<file path="src/hw/rtl/pid_line_follow_dock_step_assert.svh">
// Assertion macros shared by the line follower RTL.
`ifndef PID_LINE_FOLLOW_DOCK_STEP_ASSERT_SVH
`define PID_LINE_FOLLOW_DOCK_STEP_ASSERT_SVH

// Check that holds in the same cycle as its condition.
`define PLFD_ASSERT_NOW(lbl, clk, rst_n, cond, check) \
	lbl: assert property (@(posedge clk) disable iff (!rst_n) (cond) |-> (check)) \
		else $error("plfd: same-cycle check failed");

// Check that holds in the cycle after its condition.
`define PLFD_ASSERT_NEXT(lbl, clk, rst_n, cond, check) \
	lbl: assert property (@(posedge clk) disable iff (!rst_n) (cond) |=> (check)) \
		else $error("plfd: next-cycle check failed");

`endif

</file>
<file path="src/hw/rtl/plfd_pkg.sv">
// Types, constants and codes shared by the line follower modules.
`timescale 1ns / 1ps

package plfd_pkg;

	localparam int POS_W      = 12;
	localparam int SENSOR_W   = 10;
	localparam int ERR_W      = 12;
	localparam int DERIV_W    = 13;
	localparam int SUM_W      = 32;
	localparam int POWER_W    = 7;
	localparam int CFG_IDX_W  = 2;
	localparam int CFG_DATA_W = 10;

	// Error is position minus the centre, limited so it fits ERR_W bits.
	localparam logic signed [POS_W+1:0] CENTRE_POS = 14'sd2000;
	localparam logic signed [POS_W+1:0] ERR_LIMIT  = 14'sd2047;

	// Integral term: divide the magnitude by 16, then by 625 through a reciprocal.
	localparam int SUM_PRE_SHIFT   = 4;
	localparam int SUM_Y_W         = SUM_W - SUM_PRE_SHIFT;
	localparam int SUM_RECIP_SHIFT = 37;
	localparam int SUM_Q_W         = 18;
	localparam logic [SUM_Y_W-1:0] SUM_RECIP = 28'd219902326;

	// Proportional term: divide the magnitude by 4, then by 5 through a reciprocal.
	localparam int ERR_PRE_SHIFT   = 2;
	localparam int ERR_Y_W         = ERR_W - 1 - ERR_PRE_SHIFT;
	localparam int ERR_RECIP_W     = 8;
	localparam int ERR_RECIP_SHIFT = 10;
	localparam int ERR_Q_W         = 7;
	localparam logic [ERR_RECIP_W-1:0] ERR_RECIP = 8'd205;

	localparam int HALF_W = DERIV_W + 1;
	localparam int DIFF_W = 20;

	localparam int QDEPTH = 2;
	localparam int QPTR_W = $clog2(QDEPTH);
	localparam int QCNT_W = $clog2(QDEPTH + 1);

	typedef enum logic [2:0] {
		ACT_NONE      = 3'd0,
		ACT_MOTORS    = 3'd1,
		ACT_CROSSWALK = 3'd2,
		ACT_DOCK      = 3'd3,
		ACT_HALF_LEFT = 3'd4,
		ACT_UNDOCK    = 3'd5
	} action_t;

	typedef enum logic [CFG_IDX_W-1:0] {
		CFG_DARK      = 2'd0,
		CFG_BRIGHT    = 2'd1,
		CFG_PARTIAL   = 2'd2,
		CFG_MAX_POWER = 2'd3
	} cfg_idx_t;

	typedef struct packed {
		logic [SENSOR_W-1:0] dark;
		logic [SENSOR_W-1:0] bright;
		logic [SENSOR_W-1:0] partial;
		logic [POWER_W-1:0]  max_power;
	} cfg_t;

	// One classified sensor scan as it waits in the queue.
	typedef struct packed {
		logic signed [ERR_W-1:0] err;
		logic                    all_dark;
		logic                    all_bright;
		logic                    left_branch;
		logic                    any_line;
		logic                    charger;
	} item_t;

	typedef struct packed {
		logic              empty;
		logic              full;
		logic [QCNT_W-1:0] count;
	} qstat_t;

endpackage

</file>
<file path="src/hw/rtl/pid_line_follow_dock_step.sv">
// Items pass through the queue, the back-end stages and the output register.
// Throughput: one item per cycle while no result waits; the integral and docked
// flag update as the item leaves the queue. The back end stalls as a whole while
// a result waits; the two-entry queue keeps taking items until it fills.
// Reset clears the PID state, the docked flag, the queue and the pipeline,
// and loads the thresholds 100, 500, 200 and a maximum power of 60.
`timescale 1ns / 1ps

`include "pid_line_follow_dock_step_assert.svh"

module pid_line_follow_dock_step import plfd_pkg::*; (
	input  logic                  clk,
	input  logic                  arst_n,
	input  logic                  cfg_we,
	input  logic [CFG_IDX_W-1:0]  cfg_index,
	input  logic [CFG_DATA_W-1:0] cfg_data,
	input  logic                  in_valid,
	output logic                  in_ready,
	input  logic [POS_W-1:0]      line_position,
	input  logic [SENSOR_W-1:0]   sensor_a,
	input  logic [SENSOR_W-1:0]   sensor_b,
	input  logic [SENSOR_W-1:0]   sensor_c,
	input  logic [SENSOR_W-1:0]   sensor_d,
	input  logic [SENSOR_W-1:0]   sensor_e,
	input  logic                  target_is_charger,
	output logic                  out_valid,
	input  logic                  out_ready,
	output logic [2:0]            action,
	output logic [POWER_W-1:0]    left_power,
	output logic [POWER_W-1:0]    right_power
);

	cfg_t   cfg_q;
	qstat_t qstat;
	item_t  front_item;
	item_t  head;
	logic   push;
	logic   pop;

	// Configuration registers. The user must make writes only while the block is idle
	// (not enforced by the block) to keep thresholds and power limit steady in flight.
	always_ff @(posedge clk or negedge arst_n) begin
		if (!arst_n) begin
			cfg_q.dark      <= 10'd100;
			cfg_q.bright    <= 10'd500;
			cfg_q.partial   <= 10'd200;
			cfg_q.max_power <= 7'd60;
		end else if (cfg_we) begin
			unique case (cfg_idx_t'(cfg_index))
				CFG_DARK:      cfg_q.dark      <= cfg_data;
				CFG_BRIGHT:    cfg_q.bright    <= cfg_data;
				CFG_PARTIAL:   cfg_q.partial   <= cfg_data;
				CFG_MAX_POWER: cfg_q.max_power <= cfg_data[POWER_W-1:0];
				default: ;
			endcase
		end
	end

	// The front end sees only the input item, the thresholds and the queue status.
	// It works out the saturated line error and the sensor pattern flags, and
	// pushes the item into the queue whenever there is room.
	plfd_front u_front (
		.cfg               (cfg_q),
		.in_valid          (in_valid),
		.in_ready          (in_ready),
		.line_position     (line_position),
		.sensor_a          (sensor_a),
		.sensor_b          (sensor_b),
		.sensor_c          (sensor_c),
		.sensor_d          (sensor_d),
		.sensor_e          (sensor_e),
		.target_is_charger (target_is_charger),
		.qstat             (qstat),
		.push              (push),
		.item              (front_item)
	);

	// The queue decouples the two halves, so an item can be taken while a
	// finished result is still waiting at the output.
	plfd_queue u_queue (
		.clk       (clk),
		.arst_n    (arst_n),
		.push      (push),
		.push_item (front_item),
		.pop       (pop),
		.head      (head),
		.qstat     (qstat)
	);

	// The back end owns the integral, the last error and the docked flag.
	// It updates them as an item leaves the queue, then spends three more
	// stages on the divisions, the sum and the clamp, the last being the result
	// register.
	plfd_back u_back (
		.clk         (clk),
		.arst_n      (arst_n),
		.max_power   (cfg_q.max_power),
		.head        (head),
		.qstat       (qstat),
		.pop         (pop),
		.out_ready   (out_ready),
		.out_valid   (out_valid),
		.action      (action),
		.left_power  (left_power),
		.right_power (right_power)
	);

	// A steering result always drives one side at full power.
	`PLFD_ASSERT_NOW(a_motor_full_side, clk, arst_n, out_valid && (action == ACT_MOTORS), (left_power == cfg_q.max_power) || (right_power == cfg_q.max_power))
	// Every other action leaves both motor powers at zero.
	`PLFD_ASSERT_NOW(a_other_powers_zero, clk, arst_n, out_valid && (action != ACT_MOTORS), (left_power == '0) && (right_power == '0))
	// An accepted item is in the queue on the next cycle.
	`PLFD_ASSERT_NEXT(a_push_fills_queue, clk, arst_n, in_valid && in_ready, !qstat.empty)

endmodule

</file>
<file path="src/hw/rtl/plfd_front.sv">
// Front end: takes sensor scans and classifies them against the thresholds.
`timescale 1ns / 1ps

module plfd_front import plfd_pkg::*; (
	input  cfg_t                cfg,
	input  logic                in_valid,
	output logic                in_ready,
	input  logic [POS_W-1:0]    line_position,
	input  logic [SENSOR_W-1:0] sensor_a,
	input  logic [SENSOR_W-1:0] sensor_b,
	input  logic [SENSOR_W-1:0] sensor_c,
	input  logic [SENSOR_W-1:0] sensor_d,
	input  logic [SENSOR_W-1:0] sensor_e,
	input  logic                target_is_charger,
	input  qstat_t              qstat,
	output logic                push,
	output item_t               item
);

	logic signed [POS_W+1:0] err_wide;

	assign in_ready = !qstat.full;
	assign push     = in_valid && in_ready;
	assign err_wide = $signed({2'b00, line_position}) - CENTRE_POS;

	always_comb begin
		item.err = (err_wide > ERR_LIMIT) ? ERR_LIMIT[ERR_W-1:0] : err_wide[ERR_W-1:0];
		item.all_dark = (sensor_a < cfg.dark) && (sensor_b < cfg.dark) &&
			(sensor_c < cfg.dark) && (sensor_d < cfg.dark) && (sensor_e < cfg.dark);
		item.all_bright = (sensor_a >= cfg.bright) && (sensor_b >= cfg.bright) &&
			(sensor_c >= cfg.bright) && (sensor_d >= cfg.bright) &&
			(sensor_e >= cfg.bright);
		item.left_branch = (sensor_a >= cfg.bright) && (sensor_b >= cfg.partial) &&
			(sensor_e < cfg.dark);
		item.any_line = (sensor_b > cfg.dark) || (sensor_c > cfg.dark) ||
			(sensor_d > cfg.dark);
		item.charger = target_is_charger;
	end

endmodule

</file>
<file path="src/hw/rtl/plfd_queue.sv">
// Short queue of classified items between the front end and the back end.
`timescale 1ns / 1ps

module plfd_queue import plfd_pkg::*; (
	input  logic   clk,
	input  logic   arst_n,
	input  logic   push,
	input  item_t  push_item,
	input  logic   pop,
	output item_t  head,
	output qstat_t qstat
);

	item_t             slot_q [QDEPTH];
	logic [QPTR_W-1:0] wr_ptr_q;
	logic [QPTR_W-1:0] rd_ptr_q;
	logic [QCNT_W-1:0] count_q;

	function automatic logic [QPTR_W-1:0] next_ptr(input logic [QPTR_W-1:0] p);
		next_ptr = (p == QPTR_W'(QDEPTH - 1)) ? '0 : p + 1'b1;
	endfunction

	assign head        = slot_q[rd_ptr_q];
	assign qstat.empty = (count_q == '0);
	assign qstat.full  = (count_q == QCNT_W'(QDEPTH));
	assign qstat.count = count_q;

	always_ff @(posedge clk or negedge arst_n) begin
		if (!arst_n) begin
			wr_ptr_q <= '0;
			rd_ptr_q <= '0;
			count_q  <= '0;
		end else begin
			if (push) begin
				wr_ptr_q <= next_ptr(wr_ptr_q);
			end
			if (pop) begin
				rd_ptr_q <= next_ptr(rd_ptr_q);
			end
			if (push && !pop) begin
				count_q <= count_q + 1'b1;
			end else if (pop && !push) begin
				count_q <= count_q - 1'b1;
			end
		end
	end

	always_ff @(posedge clk) begin
		if (push) begin
			slot_q[wr_ptr_q] <= push_item;
		end
	end

endmodule

</file>
<file path="src/hw/rtl/plfd_back.sv">
// Back end: PID state, pipelined drive difference and action decision.
`timescale 1ns / 1ps

module plfd_back import plfd_pkg::*; (
	input  logic               clk,
	input  logic               arst_n,
	input  logic [POWER_W-1:0] max_power,
	input  item_t              head,
	input  qstat_t             qstat,
	output logic               pop,
	input  logic               out_ready,
	output logic               out_valid,
	output logic [2:0]         action,
	output logic [POWER_W-1:0] left_power,
	output logic [POWER_W-1:0] right_power
);

	logic advance;

	// PID state
	logic signed [SUM_W-1:0] error_sum_q;
	logic signed [ERR_W-1:0] prev_err_q;
	logic                    docked_q;

	// Stage 1: state update
	logic signed [SUM_W:0]     sum_wide;
	logic signed [SUM_W-1:0]   sum_sat;
	logic signed [DERIV_W-1:0] deriv;
	action_t                   act_a;
	logic                      valid_s1;
	action_t                   act_s1;
	logic                      any_line_s1;
	logic signed [SUM_W-1:0]   sum_s1;
	logic signed [ERR_W-1:0]   err_s1;
	logic signed [DERIV_W-1:0] deriv_s1;

	// Stage 2: reciprocal products
	logic [SUM_W-1:0]               sum_mag;
	logic [ERR_W-1:0]               err_bits;
	logic [ERR_W-1:0]               err_mag;
	logic signed [HALF_W:0]         d_ext;
	logic signed [HALF_W:0]         triple;
	logic signed [HALF_W:0]         rounded;
	logic                           valid_s2;
	action_t                        act_s2;
	logic                           any_line_s2;
	logic                           sum_neg_s2;
	logic                           err_neg_s2;
	logic [2*SUM_Y_W-1:0]           prod_sum_s2;
	logic [ERR_Y_W+ERR_RECIP_W-1:0] prod_err_s2;
	logic signed [HALF_W-1:0]       half_s2;

	// Stage 3: drive difference
	logic [SUM_Q_W-1:0]       q_sum;
	logic [ERR_Q_W-1:0]       q_err;
	logic signed [DIFF_W-1:0] t_sum;
	logic signed [DIFF_W-1:0] t_err;
	logic signed [DIFF_W-1:0] t_half;
	logic                     valid_s3;
	action_t                  act_s3;
	logic                     any_line_s3;
	logic signed [DIFF_W-1:0] diff_s3;

	// Output register
	logic [DIFF_W-1:0]  diff_bits;
	logic [DIFF_W-1:0]  diff_mag;
	logic [POWER_W-1:0] clamped;
	action_t            act_o;
	logic [POWER_W-1:0] left_o;
	logic [POWER_W-1:0] right_o;
	logic               out_valid_q;
	action_t            action_q;
	logic [POWER_W-1:0] left_q;
	logic [POWER_W-1:0] right_q;

	assign advance     = !out_valid_q || out_ready;
	assign pop         = advance && !qstat.empty;
	assign out_valid   = out_valid_q;
	assign action      = action_q;
	assign left_power  = left_q;
	assign right_power = right_q;

	// Stage 1 logic: integral with saturation, derivative and item class.
	always_comb begin
		sum_wide = {error_sum_q[SUM_W-1], error_sum_q} +
			{{(SUM_W + 1 - ERR_W){head.err[ERR_W-1]}}, head.err};
		if (sum_wide[SUM_W] != sum_wide[SUM_W-1]) begin
			sum_sat = sum_wide[SUM_W] ? {1'b1, {(SUM_W - 1){1'b0}}} : {1'b0, {(SUM_W - 1){1'b1}}};
		end else begin
			sum_sat = sum_wide[SUM_W-1:0];
		end
		deriv = {head.err[ERR_W-1], head.err} - {prev_err_q[ERR_W-1], prev_err_q};
		priority if (docked_q) begin
			act_a = head.charger ? ACT_NONE : ACT_UNDOCK;
		end else if (head.all_dark) begin
			act_a = ACT_CROSSWALK;
		end else if (head.all_bright) begin
			act_a = head.charger ? ACT_DOCK : ACT_HALF_LEFT;
		end else if (head.left_branch) begin
			act_a = ACT_HALF_LEFT;
		end else begin
			// Steering; resolved to no action later if the difference is nil or no line is seen.
			act_a = ACT_MOTORS;
		end
	end

	always_ff @(posedge clk or negedge arst_n) begin
		if (!arst_n) begin
			error_sum_q <= '0;
			prev_err_q  <= '0;
			docked_q    <= 1'b0;
		end else if (pop) begin
			if (!docked_q) begin
				error_sum_q <= sum_sat;
				prev_err_q  <= head.err;
			end
			if (act_a == ACT_UNDOCK) begin
				docked_q <= 1'b0;
			end else if (act_a == ACT_DOCK) begin
				docked_q <= 1'b1;
			end
		end
	end

	// Stage 2 logic: magnitudes for the reciprocal multipliers and 3/2 of the derivative.
	always_comb begin
		sum_mag  = sum_s1[SUM_W-1] ? (~sum_s1 + 1'b1) : sum_s1;
		err_bits = err_s1;
		err_mag  = err_bits[ERR_W-1] ? (~err_bits + 1'b1) : err_bits;
		d_ext    = {{(HALF_W + 1 - DERIV_W){deriv_s1[DERIV_W-1]}}, deriv_s1};
		triple   = d_ext + (d_ext <<< 1);
		rounded  = triple + {{HALF_W{1'b0}}, triple[HALF_W]};
	end

	// Stage 3 logic: quotients back to signed terms, then summed.
	always_comb begin
		q_sum  = prod_sum_s2[SUM_RECIP_SHIFT +: SUM_Q_W];
		q_err  = prod_err_s2[ERR_RECIP_SHIFT +: ERR_Q_W];
		t_sum  = {{(DIFF_W - SUM_Q_W){1'b0}}, q_sum};
		t_err  = {{(DIFF_W - ERR_Q_W){1'b0}}, q_err};
		t_half = {{(DIFF_W - HALF_W){half_s2[HALF_W-1]}}, half_s2};
		if (sum_neg_s2) begin
			t_sum = -t_sum;
		end
		if (err_neg_s2) begin
			t_err = -t_err;
		end
	end

	// Output logic: clamp to max_power and pick the motor powers.
	always_comb begin
		diff_bits = diff_s3;
		diff_mag  = diff_bits[DIFF_W-1] ? (~diff_bits + 1'b1) : diff_bits;
		clamped   = (diff_mag > {{(DIFF_W - POWER_W){1'b0}}, max_power}) ?
			max_power : diff_mag[POWER_W-1:0];
		act_o   = act_s3;
		left_o  = '0;
		right_o = '0;
		if (act_s3 == ACT_MOTORS) begin
			if ((clamped == '0) || !any_line_s3) begin
				act_o = ACT_NONE;
			end else if (diff_bits[DIFF_W-1]) begin
				left_o  = max_power - clamped;
				right_o = max_power;
			end else begin
				left_o  = max_power;
				right_o = max_power - clamped;
			end
		end
	end

	always_ff @(posedge clk or negedge arst_n) begin
		if (!arst_n) begin
			valid_s1    <= 1'b0;
			valid_s2    <= 1'b0;
			valid_s3    <= 1'b0;
			out_valid_q <= 1'b0;
		end else if (advance) begin
			valid_s1    <= pop;
			valid_s2    <= valid_s1;
			valid_s3    <= valid_s2;
			out_valid_q <= valid_s3;
		end
	end

	always_ff @(posedge clk) begin
		if (advance) begin
			act_s1      <= act_a;
			any_line_s1 <= head.any_line;
			sum_s1      <= sum_sat;
			err_s1      <= head.err;
			deriv_s1    <= deriv;

			act_s2      <= act_s1;
			any_line_s2 <= any_line_s1;
			sum_neg_s2  <= sum_s1[SUM_W-1];
			err_neg_s2  <= err_s1[ERR_W-1];
			prod_sum_s2 <= {{SUM_Y_W{1'b0}}, sum_mag[SUM_W-1:SUM_PRE_SHIFT]} *
				{{SUM_Y_W{1'b0}}, SUM_RECIP};
			prod_err_s2 <= {{ERR_RECIP_W{1'b0}}, err_mag[ERR_W-2:ERR_PRE_SHIFT]} *
				{{ERR_Y_W{1'b0}}, ERR_RECIP};
			half_s2     <= rounded[HALF_W:1];

			act_s3      <= act_s2;
			any_line_s3 <= any_line_s2;
			diff_s3     <= t_sum + t_err + t_half;

			action_q    <= act_o;
			left_q      <= left_o;
			right_q     <= right_o;
		end
	end

endmodule

</file>
<file path="config.mk">
export PLATFORM = sky130hd
export DESIGN_NAME = pid_line_follow_dock_step
export DESIGN_NICKNAME = d
export VERILOG_FILES = /design/src/hw/rtl/plfd_pkg.sv /design/src/hw/rtl/pid_line_follow_dock_step.sv /design/src/hw/rtl/plfd_front.sv /design/src/hw/rtl/plfd_queue.sv /design/src/hw/rtl/plfd_back.sv
export VERILOG_INCLUDE_DIRS = /design/src /design/src/hw/rtl
export SDC_FILE = /design/constraint.sdc
export NUM_CORES = 2
export LEC_CHECK = 0
export BUFFER_PORTS_ARGS = -buffer_cell sky130_fd_sc_hd__buf_2
export CAP_MARGIN = 10
export CORE_ASPECT_RATIO = 1.5
export CORE_MARGIN = 1.5
export CORE_UTILIZATION = 50
export CTS_BUF_LIST = sky130_fd_sc_hd__clkbuf_8
export CTS_CLUSTER_DIAMETER = 120
export DETAILED_ROUTE_END_ITERATION = 12
export PLACE_DENSITY = 0.69
export SYNTH_ARGS = -nofsm -noshare
export SYNTH_HDL_FRONTEND = slang
export SYNTH_SLANG_ARGS = --single-unit
</file>
<file path="constraint.sdc">
create_clock -name clk -period 17.2 [get_ports clk]
set_input_delay 5.16 -clock clk [delete_from_list [all_inputs] [get_ports clk]]
set_output_delay 5.16 -clock clk [all_outputs]
set_load 0.03 [all_outputs]
</file>
# Yosys cells after proc, flatten, opt, wreduce, memory -nomap -nowiden
# Memories as Yosys holds them, arrays and structs flattened.
# Cells that the tools add are included.
# Widths: inputs -> output; s select.
[totals] reg_bits=283 latch_bits=0 mem_bits_rw=34 romBits=0 input_bits=80 output_inout_bits=19 word_cells=144 memories=1
[memory_table] memory="u_queue.slot_q" depth=2 word_bits=17 read_ports=1 rd_clocked_by_memory_dff=0 write_ports=1 line="plfd_queue.sv:14" text="item_t slot_q [QDEPTH];"
[classes] addsub=17 mul=2 div_mod_pow=0 n_lt_le_gt_ge=16 eq_ne=8 shifts=0 n_mux=27 bitwise=5 n_reduce_logical=36
[op_table] op="$mux 32" n=3
[op_table] op="$ge 10x10->1" n=6
[op_table] op="$mux 20" n=3
[op_table] op="$mul 28x27->54 const B" n=1
[op_table] op="$lt 10x10->1" n=5
[op_table] op="$add 32x12->33" n=1
[op_table] op="$add 32x1->32 const B" n=1
[op_table] op="$not 32->32" n=1
[op_table] op="$gt 10x10->1" n=3
[op_table] op="$mux 3" n=8
[op_table] op="$mux 7" n=3
[op_table] op="$add 20x1->20 const B" n=1
[op_table] op="$add 20x14->20" n=1
[op_table] op="$add 20x20->20" n=1
[op_table] op="$gt 20x7->1" n=1
[op_table] op="$neg 18->20" n=1
[op_table] op="$neg 7->20" n=1
[op_table] op="$not 20->20" n=1
[op_table] op="$mul 9x8->17 const B" n=1
[op_table] op="$add 13x14->15" n=1
[op_table] op="$add 15x1->15" n=1
[op_table] op="$gt 14x12->1 const B" n=1
[op_table] op="$logic_and 1x1->1" n=14
[op_table] op="$sub 12x11->13 const B" n=1
[op_table] op="25 further kinds" n=50

# Depth between registers and ports, before layout
[logic_depth] depth_word=9 ltp_mapped=34 mapped_depth_nobuf=34

# By module
# From an unflattened synthesis, not the netlist that was laid out.
[unflattened] hier_cells=3190 area_unflattened_um2=32738.9
[modules_own_cells] mod="plfd_back" n_inst=1 cells_each=2714 area_per_inst_um2=27144.8 seq_area_each_um2=5640.4
[modules_own_cells] mod="plfd_front" n_inst=1 cells_each=326 area_per_inst_um2=2621.3 seq_area_each_um2=0.0
[modules_own_cells] mod="pid_line_follow_dock_step" n_inst=1 cells_each=81 area_per_inst_um2=1508.9 seq_area_each_um2=945.9
[modules_own_cells] mod="plfd_queue" n_inst=1 cells_each=69 area_per_inst_um2=1463.9 seq_area_each_um2=1121.1

# Worst setup path before layout
# Ideal clock, no wire load.
[synth_path] path_kind="in2reg" from="in out_ready" to="reg u_back.error_sum_q[31]" setup_time_ns=0.146 arrival_ns=10.693 required_ns=17.054 setup_slack_ns=6.361 stages=6 n_path_buf=2 cell_sequence="nand2b_1 -> o21ai_1 -> nor2_1 -> clkbuf_1 -> clkbuf_1 -> a31oi_1"
[synth_between] elab_chain_cells=3
[synth_rtl] element="start: declaration" line="pid_line_follow_dock_step.sv:27" text="input logic out_ready,"
[synth_rtl] element="$logic_or 1x1->1" line="plfd_back.sv:76" text="assign advance = !out_valid_q || out_ready;"
[synth_rtl] element="$logic_and 1x1->1" line="plfd_back.sv:77" text="assign pop = advance && !qstat.empty;"
[synth_rtl] element="$reduce_and 2->1 (no line)"
[synth_rtl] element="end signal: assignment" line="plfd_back.sv:114" text="error_sum_q <= sum_sat;"
[synth_rtl] element="end: declaration" line="plfd_back.sv:21" text="logic signed [SUM_W-1:0] error_sum_q;"
# No other way between the ends.
# A chain may end at the register's enable or synchronous reset.

# Worst setup path after layout
[layout_path] from="reg u_back.sum_s1[0]" to="reg u_back.prod_sum_s2[54], data pin"
[layout_between] elab_chain_cells=4
[layout_rtl] element="start: declaration" line="plfd_back.sv:33" text="logic signed [SUM_W-1:0] sum_s1;"
[layout_rtl] element="start signal: assignment" line="plfd_back.sv:190" text="sum_s1 <= sum_sat;"
[layout_rtl] element="$not 32->32" line="plfd_back.sv:127" text="sum_mag = sum_s1[SUM_W-1] ? (~sum_s1 + 1'b1) : sum_s1;"
[layout_rtl] element="$add 32x1->32" line="plfd_back.sv:127"
[layout_rtl] element="$mux 32" line="plfd_back.sv:127"
[layout_rtl] element="$mul 28x27->54" line="plfd_back.sv:198" text="prod_sum_s2 <= {{SUM_Y_W{1'b0}}, sum_mag[SUM_W-1:SUM_PRE_SHIFT]} *"
[layout_rtl] element="end signal: assignment" line="plfd_back.sv:198"
[layout_rtl] element="end: declaration" line="plfd_back.sv:49" text="logic [2*SUM_Y_W-1:0] prod_sum_s2;"
# No other way between the ends.

==> results.toml <==
[status]
status = "complete, no violations"

[synthesis]
synthCells = 3225
avgSynthCellArea_um2 = 10.09
synth.distinct_cells = 69
synth_edf_count = 181
synth_top_cell_by_area = "fa_1"
synthFlopType = "edfxtp_1"
synth.top_cells.by_count = "inv_1, ha_1, fa_1"
syn_area_um2 = 32530
yosysSeqAreaShare = 0.2370
synth_seq_cells = 271
yosysTopAreaCellShare = 0.2210
synth.area.top_cells = "fa_1, ha_1, edfxtp_1"
synth.most_common_cell = "inv_1"
async_flop_share = 0.3321
synth_nets = 4175
yosys_warnings = 0

[clock_network]
cts_htree_levels = 2
ctsResizeCount = 0
cts_tree = "built"
clockBufferDepth = 3
path_clk_slew_ns = 0.07
numCtsBuffers = 46
clock-root-buffer = "clkbuf_8"
clk_latency_ns = 0.61
cts.sinks = 271
holdBufCountCts = 0
cts_setup_buffers = 0

[sta]
timing_hold_violations_final = 0
slew_headroom = 0.1932
max_freq_ghz = 0.09321
worstMarginPinSlew_ns = 1.210
whs_ns = 0.4201
fin_tns_setup_ns = 0
setup_violations = 0
drv_slew = 0
clock_skew_ns = 0.02513
fin_crit_sh = 0.6238
rsz0062_at_grt = "false"
fin_ws_ns = 6.471
period_needed_ns = 10.73

[floorplanning]
num_rows = 114
fp.coreArea_um2 = 64330
die_h_um = 315.4
die_area_um2 = 66620
ios = 99
dieWidth_um = 211.3
start_util = 0.5056

[placement]
io_buffer_count = 98
place.gp.congestion = 1.000
post-place-ws_ns = 6.397
hpwl_mm = 68.25

[cells_and_area]
area.growth.synth_to_final_pct = 8.305
fin_nets = 4303
drive_gt1_frac = 0.08378
finish.utilization = 0.5476

[min_path]
min_from = "u_back.act_s2[2]"
hold_depth = 0
hold_class = "flop to flop"

[detailed_routing]
route.detailed.drc = 0
drt_pass1_iterations = 5
wl_mm = 80.92
routed_via_density = 5.403
routedWlPerCell_um = 18.99
drt_iter0_drc = 1022
final_antenna_net_count = 0
via_count = 23020

[setup_path]
startpoint = "u_back.sum_s1[0]"
critPathMaxStageDelay_ns = 0.68
start_kind = "flop"
cp_max_fo = 6
reg2regPathDepth = 33
arrival_ns = 11.07
path_class = "flop to flop"
worstReg2RegStart = "u_back.sum_s1[0]"
slowest_stage = "o41ai_1"
required_ns = 17.55
cp-end-kind = "flop"

[global_routing]
grt_use_total = 0.2514
grt_overflow_total = 0
grt_max_degree = 62
first_global_vias = 24600
antenna_found_initial = 2
grt_pass1_wl_mm = 128.7

[job]
maxCapViolCount = 0
## worst max-delay path: cells and delay by family, from the launching register on
| kind | cells | cell delay, ns |
|---|---|---|
| and+or+nand+nor | 8 | 2.93 |
| AOI/OAI and AO/OA | 9 | 2.41 |
| xor gates and xnor gates | 2 | 0.47 |
| adders and majority gates | 8 | 3.71 |
| DFF | 1 | 0.43 |
| buffers and inverters | 6 | 0.54 |
## cell families (layout without fill, tap and decap cells)
family                   count (synthesis)  after routing  synth area share
flip-flops                             271            271            0.2370
other                                    0              1                 0
AO/OA/AOI/OAI                          531            531            0.1029
adder cells (fa/ha/maj)                870            870            0.4175
XOR/XNOR                               204            204           0.05493
AND/OR/NAND/NOR                        559            559           0.08324
multiplexers                            59             59           0.01989
buffers and inverters                  731            896           0.08451
## metrics by stage
step	area, um^2	std cells
after floorplan	32530	3225
after global placement	34140	4175
after detailed placement	34140	4175
after CTS	35230	4260
after global routing	35230	4261
final	35230	4261
## layout by cell type (no fill, tap or decap), types with 45 or more instances in the layout
cell type,synthesis,routed
inv_1,692,700
ha_1,511,511
fa_1,359,359
edfxtp_1,181,181
nand2_1,179,179
a21oi_1,145,145
xnor2_1,140,140
nor2_1,138,137
o21ai_0,136,136
buf_2,4,97
a21o_1,80,80
dfrtp_1,74,74
xor2_1,64,64
clkbuf_8,0,49
mux2_2,45,45
## state kept, by name, summed over array words and instances (netlist names), 2 cells and up
signal              cells
cfg_q                  37
u_back.act_s1           3
u_back.act_s2           3
u_back.act_s3           3
u_back.action           3
u_back.deriv_s1        13
u_back.diff_bits       20
u_back.err_bits        12
u_back.error_sum_q     32
u_back.half_s2         14
u_back.left_power       7
u_back.prev_err_q      12
u_back.prod_err_s2      7
u_back.prod_sum_s2     18
u_back.right_power      7
u_back.sum_s1          32
u_queue.count_q         2
u_queue.slot_q         34
## final timing paths
kind	to	slack (ns)
setup / recovery	u_back.prod_sum_s2[54]	6.47
hold / removal	u_back.act_s3[2]	0.42
setup reg to reg	u_back.prod_sum_s2[54]	6.47
hold reg to reg	u_back.act_s3[2]	0.42
max in group asynchronous	u_back.error_sum_q[8]	11.50
min in group asynchronous	cfg_q[8]	4.48
## cell type report
class	count	area, um^2
diodes	1	2.502
repair buffers	118	643.1
flip-flops and latches	271	7707
fillers	5747	29100
clock inverters	36	414.1
well taps	870	1089
multi-input cells	2223	22100
clock buffers	49	674.4
inverters	693	2601
## layer usage
layer | part of all wire | track usage | up-vias
li1 | - | - | 10960
met1 | 0.35 | 0.2530 | 11270
met2 | 0.54 | 0.4797 | 566
met3 | 0.035 | 0.02920 | 221
met4 | 0.076 | 0.1716 | 0
met5 | 0 | 0 | -
Power is left out: the tool's default activity adds up to more than one toggle a clock period on the data nets, which glitch-free logic cannot reach.
